## src/rtl/cstrip_pkg.sv

```systemverilog
// Package for the comment stripper: beat types, mode codes and the
// per-byte resolve function. No dependencies.
`default_nettype none

package cstrip_pkg;

  localparam logic [7:0] CHR_NL    = 8'h0A;
  localparam logic [7:0] CHR_COLON = 8'h3A;
  localparam logic [7:0] CHR_BSL   = 8'h5C;
  localparam logic [7:0] CHR_DQ    = 8'h22;
  localparam logic [7:0] CHR_SQ    = 8'h27;
  localparam logic [7:0] CHR_SP    = 8'h20;

  // Result queue depth; power of two, at least 2.
  localparam int unsigned OBUF_DEPTH = 4;

  typedef enum logic [2:0] {
    MODE_NORMAL = 3'd0,
    MODE_BLOCK  = 3'd1,
    MODE_LINE   = 3'd2,
    MODE_STRING = 3'd3,
    MODE_CHAR   = 3'd4
  } mode_e;

  typedef struct packed {
    logic [7:0] char_in;
    logic       last;
  } in_beat_t;

  typedef struct packed {
    logic [7:0] char_out;
    logic       last_out;
  } out_beat_t;

  // Up to two result beats per accepted input beat.
  typedef struct packed {
    logic [1:0] n;
    out_beat_t  b0;
    out_beat_t  b1;
  } push_t;

  typedef struct packed {
    logic [7:0] ch;
    mode_e      mode;
    logic       pb;
    logic       pair;
  } res_t;

  function automatic res_t resolve(mode_e m, logic pb, logic [7:0] b,
                                   logic la_ok, logic [7:0] la);
    res_t r;
    logic isbs;
    isbs   = (b == CHR_BSL);
    r.ch   = b;
    r.mode = m;
    r.pb   = isbs;
    r.pair = 1'b0;
    if (b == CHR_NL) begin
      if (m == MODE_LINE) r.mode = MODE_NORMAL;
      r.pb = 1'b0;
    end else begin
      case (m)
        MODE_BLOCK: begin
          r.ch = CHR_SP;
          if (la_ok && b == CHR_COLON && la == CHR_BSL) begin
            r.mode = MODE_NORMAL;
            r.pair = 1'b1;
            r.pb   = 1'b1;
          end
        end
        MODE_LINE: begin
          r.ch = CHR_SP;
        end
        MODE_STRING: begin
          if (b == CHR_DQ && !pb) r.mode = MODE_NORMAL;
        end
        MODE_CHAR: begin
          if (b == CHR_SQ && !pb) r.mode = MODE_NORMAL;
        end
        default: begin
          r.mode = MODE_NORMAL;
          if (la_ok && isbs && la == CHR_COLON) begin
            r.ch   = CHR_SP;
            r.mode = MODE_BLOCK;
            r.pair = 1'b1;
            r.pb   = 1'b0;
          end else if (isbs) begin
            r.ch   = CHR_SP;
            r.mode = MODE_LINE;
          end else if (b == CHR_DQ) begin
            r.mode = MODE_STRING;
          end else if (b == CHR_SQ) begin
            r.mode = MODE_CHAR;
          end
        end
      endcase
    end
    return r;
  endfunction

endpackage

`default_nettype wire

```

## src/rtl/cstrip_obuf.sv

```systemverilog
// Result queue of the comment stripper: takes up to two beats a cycle,
// gives one a cycle while the output is not stalled. Depends on cstrip_pkg.
`default_nettype none

module cstrip_obuf #(
  parameter int unsigned DEPTH = cstrip_pkg::OBUF_DEPTH
) (
  input  wire                    clk_i,
  input  wire                    rst_ni,
  input  wire cstrip_pkg::push_t push_i,
  output logic                   room_o,
  output logic                   out_valid_o,
  input  wire                    out_stall_i,
  output cstrip_pkg::out_beat_t  out_data_o
);

  localparam int unsigned PtrW = $clog2(DEPTH);
  localparam int unsigned CntW = $clog2(DEPTH + 1);

  cstrip_pkg::out_beat_t mem_q [DEPTH];
  logic [PtrW-1:0] wr_ptr_q, wr_ptr_d, rd_ptr_q, rd_ptr_d;
  logic [CntW-1:0] count_q, count_d;
  logic            pop;

  assign out_valid_o = (count_q != '0);
  assign out_data_o  = mem_q[rd_ptr_q];
  assign room_o      = (count_q <= CntW'(DEPTH - 2));
  assign pop         = out_valid_o && !out_stall_i;

  always_comb begin
    wr_ptr_d = wr_ptr_q + PtrW'(push_i.n);
    rd_ptr_d = rd_ptr_q + PtrW'(pop);
    count_d  = count_q + CntW'(push_i.n) - CntW'(pop);
  end

  always_ff @(posedge clk_i or negedge rst_ni) begin
    if (!rst_ni) begin
      wr_ptr_q <= '0;
      rd_ptr_q <= '0;
      count_q  <= '0;
    end else begin
      wr_ptr_q <= wr_ptr_d;
      rd_ptr_q <= rd_ptr_d;
      count_q  <= count_d;
    end
  end

  always_ff @(posedge clk_i) begin
    if (push_i.n != 2'd0) mem_q[wr_ptr_q] <= push_i.b0;
    if (push_i.n == 2'd2) mem_q[wr_ptr_q + PtrW'(1)] <= push_i.b1;
  end

  a_count_bound: assert property (@(posedge clk_i) disable iff (!rst_ni)
    count_q <= CntW'(DEPTH))
    else $error("result queue count beyond depth");

  a_push_room: assert property (@(posedge clk_i) disable iff (!rst_ni)
    (push_i.n != 2'd0) |-> (count_q <= CntW'(DEPTH - 2)))
    else $error("push into result queue without room");

endmodule

`default_nettype wire

```

## src/rtl/comment_stripper.sv

```systemverilog
// Top level of the comment stripper: lookahead state and resolve logic,
// feeding the result queue. Depends on cstrip_pkg and cstrip_obuf.
//
// One source byte is taken per clock while the queue has room. Each byte is
// held until the next one arrives so that two-byte markers can be seen; its
// result goes into a small result queue in the same cycle as that next byte
// is taken (the final byte's result goes in together with it).
// A marker pair gives two result beats at once and the final byte may too;
// the queue (OBUF_DEPTH entries) absorbs that, and input is stalled only
// when fewer than two free entries remain, which on a free-running output
// does not happen. Sustained rate: one byte per cycle while the output is not stalled.
`default_nettype none

module comment_stripper #(
  parameter int unsigned OBUF_DEPTH = cstrip_pkg::OBUF_DEPTH
) (
  input  wire                       clk_i,
  input  wire                       rst_ni,
  input  wire                       in_valid_i,
  output logic                      in_stall_o,
  input  wire cstrip_pkg::in_beat_t in_data_i,
  output logic                      out_valid_o,
  input  wire                       out_stall_i,
  output cstrip_pkg::out_beat_t     out_data_o
);

  cstrip_pkg::mode_e mode_q, mode_d;
  logic              held_valid_q, held_valid_d;
  logic [7:0]        held_byte_q, held_byte_d;
  logic              prev_bsl_q, prev_bsl_d;

  logic              room;
  logic              in_acc;
  cstrip_pkg::push_t push;
  cstrip_pkg::res_t  r_held, r_last;
  cstrip_pkg::mode_e mode_mid;
  logic              pb_mid;

  assign in_stall_o = !room;
  assign in_acc     = in_valid_i && room;

  always_comb begin
    r_held   = cstrip_pkg::resolve(mode_q, prev_bsl_q, held_byte_q, 1'b1,
                                   in_data_i.char_in);
    mode_mid = held_valid_q ? r_held.mode : mode_q;
    pb_mid   = held_valid_q ? r_held.pb : prev_bsl_q;
    r_last   = cstrip_pkg::resolve(mode_mid, pb_mid, in_data_i.char_in,
                                   1'b0, 8'h00);

    mode_d       = mode_q;
    held_valid_d = held_valid_q;
    held_byte_d  = held_byte_q;
    prev_bsl_d   = prev_bsl_q;
    push         = '0;

    if (in_acc) begin
      if (held_valid_q) begin
        push.n           = 2'd1;
        push.b0.char_out = r_held.ch;
        push.b0.last_out = 1'b0;
      end
      if (held_valid_q && r_held.pair) begin
        push.n           = 2'd2;
        push.b1.char_out = cstrip_pkg::CHR_SP;
        push.b1.last_out = in_data_i.last;
        held_valid_d     = 1'b0;
        held_byte_d      = 8'h00;
        mode_d           = mode_mid;
        prev_bsl_d       = pb_mid;
      end else if (in_data_i.last) begin
        if (held_valid_q) begin
          push.n           = 2'd2;
          push.b1.char_out = r_last.ch;
          push.b1.last_out = 1'b1;
        end else begin
          push.n           = 2'd1;
          push.b0.char_out = r_last.ch;
          push.b0.last_out = 1'b1;
        end
        held_valid_d = 1'b0;
        held_byte_d  = 8'h00;
        mode_d       = cstrip_pkg::MODE_NORMAL;
        prev_bsl_d   = 1'b0;
      end else begin
        held_valid_d = 1'b1;
        held_byte_d  = in_data_i.char_in;
        mode_d       = mode_mid;
        prev_bsl_d   = pb_mid;
      end
      // final beat after a pair also returns to the start state
      if (in_data_i.last) begin
        mode_d     = cstrip_pkg::MODE_NORMAL;
        prev_bsl_d = 1'b0;
      end
    end
  end

  always_ff @(posedge clk_i or negedge rst_ni) begin
    if (!rst_ni) begin
      mode_q       <= cstrip_pkg::MODE_NORMAL;
      held_valid_q <= 1'b0;
      held_byte_q  <= 8'h00;
      prev_bsl_q   <= 1'b0;
    end else begin
      mode_q       <= mode_d;
      held_valid_q <= held_valid_d;
      held_byte_q  <= held_byte_d;
      prev_bsl_q   <= prev_bsl_d;
    end
  end

  cstrip_obuf #(
    .DEPTH(OBUF_DEPTH)
  ) u_obuf (
    .clk_i      (clk_i),
    .rst_ni     (rst_ni),
    .push_i     (push),
    .room_o     (room),
    .out_valid_o(out_valid_o),
    .out_stall_i(out_stall_i),
    .out_data_o (out_data_o)
  );

  a_two_need_held: assert property (@(posedge clk_i) disable iff (!rst_ni)
    (push.n == 2'd2) |-> held_valid_q)
    else $error("two results without a held byte");

  a_last_resets: assert property (@(posedge clk_i) disable iff (!rst_ni)
    (in_acc && in_data_i.last) |=>
      (!held_valid_q && mode_q == cstrip_pkg::MODE_NORMAL && !prev_bsl_q))
    else $error("state not cleared after final byte");

endmodule

`default_nettype wire

```

## config.mk

```make
export PLATFORM = sky130hd
export DESIGN_NAME = comment_stripper
export DESIGN_NICKNAME = d
export VERILOG_FILES = /design/src/rtl/cstrip_pkg.sv /design/src/rtl/cstrip_obuf.sv /design/src/rtl/comment_stripper.sv
export SDC_FILE = /design/constraint.sdc
export NUM_CORES = 1
export LEC_CHECK = 0
export BUFFER_PORTS_ARGS = -buffer_cell sky130_fd_sc_hd__buf_2
export CORE_ASPECT_RATIO = 1.2
export CORE_MARGIN = 10
export CORE_UTILIZATION = 30
export CTS_BUF_LIST = sky130_fd_sc_hd__clkbuf_16
export CTS_CLUSTER_DIAMETER = 30
export CTS_CLUSTER_SIZE = 24
export DETAILED_ROUTE_END_ITERATION = 7
export GPL_TIMING_DRIVEN = 1
export HOLD_SLACK_MARGIN = 0.1
export PLACE_DENSITY_LB_ADDON = 0.05
export SLEW_MARGIN = 10
export SYNTH_ARGS = -nofsm -noshare
export SYNTH_HDL_FRONTEND = slang
export SYNTH_SLANG_ARGS = --single-unit
```

## constraint.sdc

```tcl
create_clock -name clk_i -period 9.41 [get_ports clk_i]
set_input_delay 1.4115 -clock clk_i [delete_from_list [all_inputs] [get_ports clk_i]]
set_output_delay 1.4115 -clock clk_i [all_outputs]
set_load 0.1 [all_outputs]
```

==> results.txt <==
----------------------------------------------------
[Setup path]
  Path type of the worst setup path ... input pin to register
  Startpoint of the worst-slack reg-to-reg timing path ... held_byte_q[4]
  Number of cell instances on the worst register-to-register path ... 7
  Element type at the critical path end ... register
  Setup crit start kind ... input pin
  Critical path data required time ... 9.33 ns
  FF-to-FF setup slack ... 5.92 ns
  Source of the critical timing path ... in_data_i[2]
  WP data arrival ... 4.20 ns
  Worst r2r dst ... u_obuf.mem_q[2][4]
  Worst Path Max Fanout ... 11

[Clock network]
  CTS H-tree depth ... 2
  Register clock-pin slew on the reported worst setup and hold paths ... 0.07 ns
  CTS tree ... built
  Clock net sink count ... 56
  CTS-repair resized insts ... 0
  Number of buffers created by CTS ... 5
  Post-CTS Hold Buffers ... 0
  CTS root buf ... clkbuf_16
  Clock Latency Late Sink ... 0.30 ns
  Post-CTS repair timing setup buffer count ... 0
  Maximum root-to-sink buffer count ... 2

[STA]
  Share of the clock period used by the worst path after layout ... 0.454
  Final number of max-transition violations ... 0
  Transition time at the pin with the least slew margin ... 0.840 ns
  Minimum clock period ... 4.28 ns
  Number of hold violations in the final report ... 0
  Clock Skew ... 0.00723 ns
  Setup repair after global routing missed its margin ... false
  Final-report setup violation count ... 0
  Relative max-transition margin ... 0.439
  Worst Slack Setup Final ... 5.13 ns
  Maximum frequency from static timing analysis ... 234 MHz
  Total negative slack for setup checks ... 0 ns

[Yosys]
  Number of synthesized flops with an enable pin ... 36
  Number of synthesized register bits ... 56
  Commonest cells in the synthesized netlist ... edfxtp_1 (36), mux2i_1 (34), nor2_1 (23), dfrtp_1 (20), nand2_1 (13)
  Cell type with the largest total area after synthesis ... edfxtp_1
  Share of the yosys chip area belonging to registers ... 0.440
  Number of unique standard cell types used by synthesis ... 68
  Post-synthesis cell count ... 299
  Syn Area/Cell ... 12.0 µm²
  Area of the mapped netlist ... 3590 µm²
  Main synth FF type ... edfxtp_1
  Number of synthesis warnings ... 0
  Syn nets ... 322
  Biggest area contributors in the synthesized netlist ... edfxtp_1 (30%), dfrtp_1 (14%), mux2i_1 (9.5%)
  Synth top area share ... 0.301
  Proportion of register bits with asynchronous set or reset after synthesis ... 0.357
  Cell with the most instances after synthesis ... edfxtp_1

[Global route]
  GRT Util Overall ... 0.117
  Initial antenna violation count ... 0
  Pin count of the biggest net entering global routing ... 27
  Remaining Overflow, GRT ... 0
  Wire length of the first global-routing pass ... 15.3 mm
  Via count of the first global-routing pass ... 2556

[Routing]
  Starting DRT DRC Count ... 105
  Overall routed net length ... 9.55 mm
  DRC ... 0
  Iteration count of the initial detailed-routing pass ... 4
  Via-per-instance ratio ... 5.19
  Number of vias in the routed layout ... 2491
  Wirelength per Cell ... 19.9 µm
  Post-route ant nets ... 0

[Flow run]
  # Max-Cap Violations ... 0

[Floorplan]
  Area of the core region ... 11600 µm²
  Die Ht ... 140 µm
  Top-Level Pins ... 24
  Standard-cell row count ... 43
  Effective utilization at floorplan ... 0.309
  Overall die width ... 120 µm
  Area enclosed by the die boundary ... 16800 µm²

[Min path]
  Origin of the worst min-delay path ... u_obuf.count_q[2]
  Hold Path End ... u_obuf.count_q[2]
  Hold-critical path depth ... 1
  Path type of the worst min-delay path ... register to register

[Placed design]
  Placed cell areas ... 3900 µm²
  Post-Place Setup Slack ... 4.82 ns
  RePlAce Congestion ... 0.849
  Placed cell count ... 472
  Number of buffers inserted by port buffering ... 23
  Detailed placement HPWL ... 7.30 mm

[Cells and area]
  Post-layout nets ... 345
  Area growth from synthesis to layout ... 12.6%
  Total area of sequential cells ... 1580 µm²
  Area of all placed cells without fillers ... 4040 µm²
  Area used by multi-input combinational logic ... 1910 µm²
  Fillcell total ... 1203
  Share of cells above drive strength 1 ... 0.223
  ANT cells ... 0
  Number of standard cells in the final layout excluding fillers ... 480

[Power]
  Largest voltage drop on the vdd net ... 131 µV
  Power density cells ... 315 nW/µm²
  Static leakage ... 1.55 nW

[Run status]
  Result of the run ... finished, final reports clean

----------------------------------------------------
==> power breakdown <==
part | total [mW] | switching, mW | internal, mW
logic | 0.665 | 0.459 | 0.207
registers | 0.418 | 0.0897 | 0.328
clock network | 0.192 | 0.0921 | 0.100
total | 1.27 | 0.640 | 0.635
==> cell type report <==
type,instances,share of cell area
tap,157,0.0486
clock buffer,5,0.0309
sequential,56,0.391
clock inverter,3,0.00557
timing repair buffer,30,0.0415
inverter,11,0.0102
multi-input combinational,218,0.472
==> registers in the layout, indices dropped and copies added (netlist names) <==
signal,cells
held_byte_q,8
u_obuf.count_q,3
u_obuf.mem_q,36
u_obuf.wr_ptr_q,2
held_valid_q,1
mode_q,3
prev_bsl_q,1
u_obuf.rd_ptr_q,2
==> metal layers <==
metal,share of wire,up-vias,GRT usage
met5,0,-,0
met4,0.011,0,0.0305
met3,0.026,5,0.0194
met2,0.52,32,0.203
met1,0.45,1248,0.146
li1,-,1206,-
==> cell families after synthesis <==
| group | share of synthesized area |
|---|---|
| simple gates | 0.149 |
| compound gates | 0.171 |
| flops | 0.440 |
| mux | 0.151 |
| buf+inv | 0.0293 |
| fa+ha+maj | 0.0369 |
| xor+xnor | 0.0220 |
==> placed cells by master, fill, tap and decap left out, types with 4 or more instances in the layout <==
cell	count
nor3_1	8
nor2_1	23
xnor2_1	6
mux4_2	9
clkbuf_16	5
a22o_1	10
nor2b_1	5
a32oi_2	5
o21ai_0	6
dfrtp_1	20
mux2i_1	34
edfxtp_1	36
a21oi_1	9
buf_2	23
ha_1	9
nand3_1	8
o21ai_1	4
buf_4	7
inv_1	11
nand2_1	13
==> stage by stage <==
step           power, mW   util  hold WS (ns)
2_1_floorplan      0.960      -         0.460
6_report            1.27  0.348         0.499
4_1_cts             1.29  0.348         0.500
3_5_place_dp        1.10  0.335         0.486
5_1_grt             1.36  0.348         0.541
3_3_place_gp        1.10  0.335         0.483
==> worst max-delay path by stage <==
stage / cells after the start / to / slack (ns)
final: 8 / u_obuf.mem_q[2][4] / 5.13
after global routing: 8 / u_obuf.mem_q[2][6] / 4.84
after CTS: 8 / u_obuf.mem_q[2][6] / 5.13
after detailed placement: 8 / u_obuf.mem_q[2][4] / 4.82
after global placement: 8 / u_obuf.mem_q[2][4] / 4.96
after floorplan: 8 / u_obuf.mem_q[2][0] / 5.49
==> critical path: stages <==
cell and delay, ns:
buf_2 0.15, nor4bb_1 0.51, nand2_1 0.20, nor3_1 0.30
o211ai_1 0.28, a21oi_1 0.30, and3b_1 0.58, o21bai_1 0.48
Note: power is estimated with default switching activity, not from simulation.
